$ cat src/sv/uartrb_pkg.sv
// Shared operation codes and result record for the receive ring buffer.
`timescale 1ns / 1ps

package uartrb_pkg;

  // Operation codes carried on the mode field
  typedef enum logic [1:0] {
    MODE_PUSH   = 2'd0,
    MODE_PEEK   = 2'd1,
    MODE_DELETE = 2'd2,
    MODE_NOP    = 2'd3
  } mode_t;

  // Width of the configurable free-space threshold
  localparam int ThreshW = 9;

  // Reset value of the free-space threshold
  localparam logic [ThreshW-1:0] THRESH_RESET = 9'd16;

  // Result fields held in the output register (peek data comes from the store)
  typedef struct packed {
    logic       read_valid;
    logic [7:0] fill_count;
    logic       rts_enabled;
    logic       overwrote;
  } result_t;

endpackage

$ cat src/sv/uartrb_store.sv
// Byte store of the receive ring buffer: one write port, one registered read port.
`timescale 1ns / 1ps

module uartrb_store #(
  parameter int DEPTH = 256
) (
  input  logic                     clk,
  input  logic                     wr_en,
  input  logic [$clog2(DEPTH)-1:0] wr_addr,
  input  logic [7:0]               wr_data,
  input  logic                     rd_en,
  input  logic [$clog2(DEPTH)-1:0] rd_addr,
  output logic [7:0]               rd_data
);

  logic [7:0] mem [DEPTH];

  // Write a received byte at the tail slot
  always_ff @(posedge clk) begin
    if (wr_en) begin
      mem[wr_addr] <= wr_data;
    end
  end

  // Read for a peek; hold the data until the next peek
  always_ff @(posedge clk) begin
    if (rd_en) begin
      rd_data <= mem[rd_addr];
    end
  end

endmodule

$ cat src/sv/uart_rx_ring_buffer_flow_control_core.sv
// Top level of the UART receive ring buffer with RTS flow control.
//
// Requests arrive on in_valid/in_ready with fields mode, rx_byte, offset and
// delete_count; mode selects push (store rx_byte), peek (read the byte offset
// places after the oldest) or delete (drop up to delete_count oldest bytes).
// Every request gives exactly one result on out_valid/out_ready: read_byte,
// read_valid, fill_count, rts_enabled and overwrote.
// The buffer holds up to DEPTH-1 bytes; a push into a full buffer discards the
// oldest byte and flags overwrote. RTS drops after a push that leaves free
// space at or below flow_threshold and rises after a delete that leaves it at
// or above. flow_threshold is written through flow_threshold_we/_wdata; the
// user must write it only while the block is idle; the block does not enforce
// this. out_valid rises in the cycle after acceptance. The block takes one
// request per cycle while out_ready is high; the byte store has a single write
// port and a single registered read port, and pointers, count and RTS state
// update at acceptance. Reset clears pointers, count, RTS (enabled), threshold
// (16) and out_valid; stored bytes are not cleared. When the receiver holds
// out_ready low the result register keeps its request and in_ready falls until
// the result is taken.
`timescale 1ns / 1ps

module uart_rx_ring_buffer_flow_control_core #(
  parameter int DEPTH = 256
) (
  input  logic       clk,
  input  logic       rst,
  input  logic       in_valid,
  output logic       in_ready,
  input  logic [1:0] mode,
  input  logic [7:0] rx_byte,
  input  logic [7:0] offset,
  input  logic [8:0] delete_count,
  output logic       out_valid,
  input  logic       out_ready,
  output logic [7:0] read_byte,
  output logic       read_valid,
  output logic [7:0] fill_count,
  output logic       rts_enabled,
  output logic       overwrote,
  input  logic       flow_threshold_we,
  input  logic [8:0] flow_threshold_wdata
);

  localparam int AW = $clog2(DEPTH);
  localparam int CW = (AW + 1 > uartrb_pkg::ThreshW) ? AW + 1 : uartrb_pkg::ThreshW;
  localparam logic [CW-1:0] DEPTH_C = CW'(DEPTH);
  localparam logic [AW-1:0] LAST_IDX = AW'(DEPTH - 1);

  logic [AW-1:0]                 head;
  logic [AW-1:0]                 head_next;
  logic [AW-1:0]                 tail;
  logic [AW-1:0]                 tail_next;
  logic [AW-1:0]                 held;
  logic [AW-1:0]                 held_next;
  logic                          rts_dropped;
  logic                          rts_dropped_next;
  logic [uartrb_pkg::ThreshW-1:0] flow_threshold;

  logic                 in_fire;
  logic [CW-1:0]        held_x;
  logic [CW-1:0]        head_x;
  logic [CW-1:0]        off_x;
  logic [CW-1:0]        del_x;
  logic [CW-1:0]        thr_x;
  logic                 peek_hit;
  logic [CW-1:0]        peek_sum;
  logic [AW-1:0]        peek_addr;
  logic [AW-1:0]        tail_inc;
  logic                 push_full;
  logic [CW-1:0]        del_n;
  logic [CW-1:0]        del_sum;
  logic [CW-1:0]        held_new_x;
  logic [CW-1:0]        free_x;
  logic                 wr_en;
  logic                 rd_en;
  logic [7:0]           rd_data;

  uartrb_pkg::result_t  res_next;
  uartrb_pkg::result_t  res;

  assign in_ready = !out_valid || out_ready;
  assign in_fire  = in_valid && in_ready;

  // Widen operands to a common compare width
  assign held_x = CW'(held);
  assign head_x = CW'(head);
  assign off_x  = CW'(offset);
  assign del_x  = CW'(delete_count);
  assign thr_x  = CW'(flow_threshold);

  // Peek address: head plus offset, wrapped once
  assign peek_hit  = off_x < held_x;
  assign peek_sum  = head_x + off_x;
  assign peek_addr = !peek_hit ? '0 :
                     (peek_sum >= DEPTH_C) ? AW'(peek_sum - DEPTH_C) : AW'(peek_sum);

  // Push: advance the tail, detect a full buffer
  assign tail_inc  = (tail == LAST_IDX) ? '0 : tail + AW'(1);
  assign push_full = (tail_inc == head);

  // Delete: clamp the count and advance the head
  assign del_n   = (del_x < held_x) ? del_x : held_x;
  assign del_sum = head_x + del_n;

  // Work out the next state and the result of this request
  always_comb begin
    head_next        = head;
    tail_next        = tail;
    held_next        = held;
    rts_dropped_next = rts_dropped;
    wr_en            = 1'b0;
    rd_en            = 1'b0;
    res_next         = '0;
    held_new_x       = held_x;
    free_x           = '0;
    unique case (uartrb_pkg::mode_t'(mode))
      uartrb_pkg::MODE_PUSH: begin
        wr_en     = in_fire;
        tail_next = tail_inc;
        if (push_full) begin
          head_next          = (head == LAST_IDX) ? '0 : head + AW'(1);
          res_next.overwrote = 1'b1;
        end else begin
          held_next  = held + AW'(1);
          held_new_x = held_x + CW'(1);
        end
        free_x = DEPTH_C - held_new_x;
        if (free_x <= thr_x) begin
          rts_dropped_next = 1'b1;
        end
      end
      uartrb_pkg::MODE_PEEK: begin
        rd_en               = in_fire && peek_hit;
        res_next.read_valid = peek_hit;
      end
      uartrb_pkg::MODE_DELETE: begin
        head_next  = (del_sum >= DEPTH_C) ? AW'(del_sum - DEPTH_C) : AW'(del_sum);
        held_new_x = held_x - del_n;
        held_next  = AW'(held_new_x);
        free_x     = DEPTH_C - held_new_x;
        if (free_x >= thr_x) begin
          rts_dropped_next = 1'b0;
        end
      end
      uartrb_pkg::MODE_NOP: begin
        // no change to the buffer
      end
      default: begin
        // unreachable with a two-bit code
      end
    endcase
    res_next.fill_count  = held_new_x[7:0];
    res_next.rts_enabled = !rts_dropped_next;
  end

  // Update pointers, count and RTS state on each accepted request
  always_ff @(posedge clk) begin
    if (rst) begin
      head        <= '0;
      tail        <= '0;
      held        <= '0;
      rts_dropped <= 1'b0;
    end else if (in_fire) begin
      head        <= head_next;
      tail        <= tail_next;
      held        <= held_next;
      rts_dropped <= rts_dropped_next;
    end
  end

  // Hold the free-space threshold
  always_ff @(posedge clk) begin
    if (rst) begin
      flow_threshold <= uartrb_pkg::THRESH_RESET;
    end else if (flow_threshold_we) begin
      flow_threshold <= flow_threshold_wdata;
    end
  end

  // Byte store
  uartrb_store #(
    .DEPTH (DEPTH)
  ) u_store (
    .clk     (clk),
    .wr_en   (wr_en),
    .wr_addr (tail),
    .wr_data (rx_byte),
    .rd_en   (rd_en),
    .rd_addr (peek_addr),
    .rd_data (rd_data)
  );

  // Result register: load on accept, drop once taken
  always_ff @(posedge clk) begin
    if (rst) begin
      out_valid <= 1'b0;
    end else if (in_fire) begin
      out_valid <= 1'b1;
    end else if (out_ready) begin
      out_valid <= 1'b0;
    end
  end

  always_ff @(posedge clk) begin
    if (in_fire) begin
      res <= res_next;
    end
  end

  assign read_byte   = res.read_valid ? rd_data : 8'd0;
  assign read_valid  = res.read_valid;
  assign fill_count  = res.fill_count;
  assign rts_enabled = res.rts_enabled;
  assign overwrote   = res.overwrote;

endmodule

$ cat config.mk
export PLATFORM = sky130hd
export DESIGN_NAME = uart_rx_ring_buffer_flow_control_core
export DESIGN_NICKNAME = d
export VERILOG_FILES = /design/src/sv/uartrb_pkg.sv /design/src/sv/uartrb_store.sv /design/src/sv/uart_rx_ring_buffer_flow_control_core.sv
export SDC_FILE = /design/constraint.sdc
export NUM_CORES = 2
export LEC_CHECK = 0
export BUFFER_PORTS_ARGS = -buffer_cell sky130_fd_sc_hd__buf_2
export CAP_MARGIN = 20
export CELL_PAD_IN_SITES_DETAIL_PLACEMENT = 0
export CELL_PAD_IN_SITES_GLOBAL_PLACEMENT = 1
export CORE_UTILIZATION = 58
export CTS_BUF_LIST = sky130_fd_sc_hd__clkbuf_16
export DETAILED_ROUTE_END_ITERATION = 10
export PLACE_DENSITY_LB_ADDON = 0.25
export SLEW_MARGIN = 30
export SYNTH_ARGS = -nofsm -noshare
export SYNTH_HDL_FRONTEND = slang
export SYNTH_SLANG_ARGS = --single-unit
$ cat constraint.sdc
create_clock -name clk -period 11 [get_ports clk]
set_input_delay 1.65 -clock clk [delete_from_list [all_inputs] [get_ports clk]]
set_output_delay 1.65 -clock clk [all_outputs]
set_load 0.01 [all_outputs]
==> results.yml <==
critical_path:
  critPathTopFamily: "compound AO/OA/AOI/OAI gates"
  crit_chain: "buf_2 -> ha_1 -> a211o_1 -> a21oi_2 -> o31a_4 -> buf_4 -> nand2_4 -> buf_4 -> mux2_2 -> o22ai_1 -> a2111oi_0 -> nand4_1 -> o21ai_0 -> a32o_1"
  critical_path_class: "in2reg"
  cp_num_buf_inv: 3
  arrival_ns: 7.54
  reg2regPathDepth: 14
  cpPeakStageDelay_ns: 0.95
  crit_path_top_delay_cell: "a2111oi_0"
  crit_fanout: 57
  cpMostUsedCell: "buf_4"
  end_kind: "register"
  crit_cells: 14
  crit_required_ns: 11.72
  cp-start-kind: "input pin"
clocking:
  cts_resized: 0
  numCtsBuffers: 204
  postCtsHoldBufs: 0
  cts.path.max_buffers: 3
  clock_sinks: 2102
  cts_setup_buffers: 0
  cts_root_buffer: "clkbuf_16"
  insertion_delay_ns: 0.86
  h-tree-depth: 4
  cts_tree: "yes"
  clk_pin_slew_ns: 0.06
logic_synthesis:
  synth_nets: 5820
  ys_seq_area_share_pct: 73.2
  synth.distinct_cells: 92
  syn_area_um2: 85800
  postSynthCellCount: 5714
  ys.flop_type: "edfxtp_1"
  async_flop_share_pct: 0
  ys_warn_count: 0
  synth_edf_count: 2067
  synth.ff_latch_count: 2102
  avgSynthCellArea_um2: 15.0
global_routing:
  grt_max_degree: 122
  antenna_found_initial: 10
  grt_pass1_vias: 50600
  track_usage_pct: 34.8
  grt_pass1_wl_mm: 371
  overflow: 0
timing:
  finalHoldViolations: 0
  relSlewSlack_pct: 29.1
  timing.fmax_mhz: 147
  finalCritPeriodShare_pct: 62.0
  final.min_clock_period_ns: 6.82
  setup_tns_ns: 0
  slew_violations: 0
  setup_violations: 0
  rsz0062_at_grt: "no"
  clock_skew_ns: 0.0376
  tightestPinTransition_ns: 1.06
floorplanning:
  start_util_pct: 58.7
  io_pins: 62
  die_w_um: 387
  rows: 140
  dieArea_um2: 149000
  core_area_um2: 146000
  fp.dieH_um: 387
placement:
  post-dp-hpwl_mm: 155
  port_buffers: 61
  gp_congestion: 0.930
final_layout:
  nets: 5815
  area_growth_syn_to_layout_pct: 10.0
  layout-drive-gt1-share_pct: 11.1
  fillers: 10200
route:
  remaining_drc_errors: 0
  antenna_left: 0
  routedWlPerCell_um: 33.7
  vias: 54200
  drt_first_pass_iters: 8
  wirelength_mm: 263
  drtIter0Drc: 8728
  viasPerCell: 6.95
power_and_ir_drop:
  powerDensity_nw_per_um2: 184
  vdd_drop_max_mv: 0.191
  p_total_mw: 17.4
  p_leak_nw: 31.0
flow_run:
  drv_cap: 0
outcome:
  outcome: "completed"
min_path:
  hp-class: "reg2reg"
  holdPathStages: 2
-- cell usage in the layout, fill, tap and decap left out, types with 61 or more instances in the layout --
| master | n |
|---|---|
| o211ai_1 | 92 |
| nand3_1 | 109 |
| mux2i_1 | 369 |
| o221ai_1 | 96 |
| inv_1 | 87 |
| clkbuf_16 | 205 |
| edfxtp_1 | 2067 |
| ha_1 | 61 |
| mux2_2 | 68 |
| o21ai_0 | 203 |
| o22ai_1 | 71 |
| a21oi_1 | 349 |
| nand2_1 | 472 |
| buf_4 | 104 |
| nor2_1 | 436 |
| a31oi_1 | 79 |
| nor3_1 | 77 |
-- routing by layer --
layer	up-vias	global-route usage, %	share of wire (%)
met5	-	0	0.0088
met4	4	15.2	4.7
met3	663	7.79	13
met2	4110	51.7	45
met1	27100	49.6	38
li1	22400	-	-
-- flip-flops by register name (all words and copies together), names as in the netlist, named ones only --
register / count
tail: 8
out_valid: 1
u_store.mem: 2048
flow_threshold: 9
head: 8
read_valid: 1
fill_count: 8
u_store.rd_data: 8
overwrote: 1
held: 8
rts_enabled: 1
-- tightest hold or removal path: cells and delay by family, from the launching register on --
family        cells  cell delay [ns]
simple gates      1             0.07
flops             1             0.32
mux               1             0.06
-- final timing paths --
kind	startpoint	endpoint	slack [ns]
setup reg to reg	held[5]	u_store.rd_data[4]	4.27
setup / recovery	offset[5]	u_store.rd_data[4]	4.18
hold reg to reg	flow_threshold[5]	flow_threshold[5]	0.49
hold / removal	flow_threshold[5]	flow_threshold[5]	0.49
-- logic make-up (layout without fill, tap and decap cells) --
| family | after synthesis | count (layout) | synth area share [%] |
|---|---|---|---|
| flops | 2102 | 2102 | 73.2 |
| simple gates | 1299 | 1299 | 6.60 |
| compound gates | 1279 | 1279 | 9.97 |
| mux | 486 | 486 | 6.48 |
| buf+inv | 430 | 594 | 2.26 |
| fa+ha+maj | 65 | 65 | 0.974 |
| xor+xnor | 53 | 53 | 0.558 |
| other cells | 0 | 5 | 0 |
-- per-stage QoR --
stage / utilization, % / hold WS (ns) / setup WS [ns] / area [um^2] / std cells
after detailed placement: 60.2 / 0.482 / 3.52 / 88000 / 7419
after global routing: 64.5 / 0.521 / 4.17 / 94400 / 7796
after global placement: 60.2 / 0.478 / 3.58 / 88000 / 7419
after floorplan: - / 0.460 / 5.04 / 85800 / 5714
final: 64.5 / 0.493 / 4.18 / 94400 / 7800
after CTS: 64.5 / 0.496 / 4.39 / 94300 / 7794
-- synthesized netlist by cell type (55+ instances only) --
master / instances / area, um^2
a211oi_1: 55 / 413
a21oi_1: 349 / 1750
a31oi_1: 79 / 494
buf_2: 179 / 896
clkbuf_1: 153 / 574
edfxtp_1: 2067 / 62100
ha_1: 62 / 776
mux2_2: 68 / 766
mux2i_1: 369 / 3690
nand2_1: 479 / 1800
nand3_1: 112 / 561
nor2_1: 447 / 1680
nor3_1: 77 / 385
o211ai_1: 92 / 691
o21ai_0: 205 / 1030
o221ai_1: 96 / 841
o22ai_1: 71 / 444
-- layout make-up --
cell class,instances,area [um^2],share of cell area (%)
clock buffers,205,5130,5.43
diodes,5,12.5,0.0133
well taps,1917,2400,2.54
inverters,40,155,0.164
multi-input cells,3182,21400,22.6
flip-flops and latches,2102,62800,66.5
repair buffers,179,1400,1.49
clock inverters,170,1160,1.23
-- report_power, final --
part / switching, mW / internal [mW] / leakage (nW)
registers: 0.0129 / 8.81 / 18.9
logic: 1.38 / 0.542 / 8.90
clock network: 3.03 / 3.60 / 3.26
Note: power is estimated with default switching activity, not from simulation.
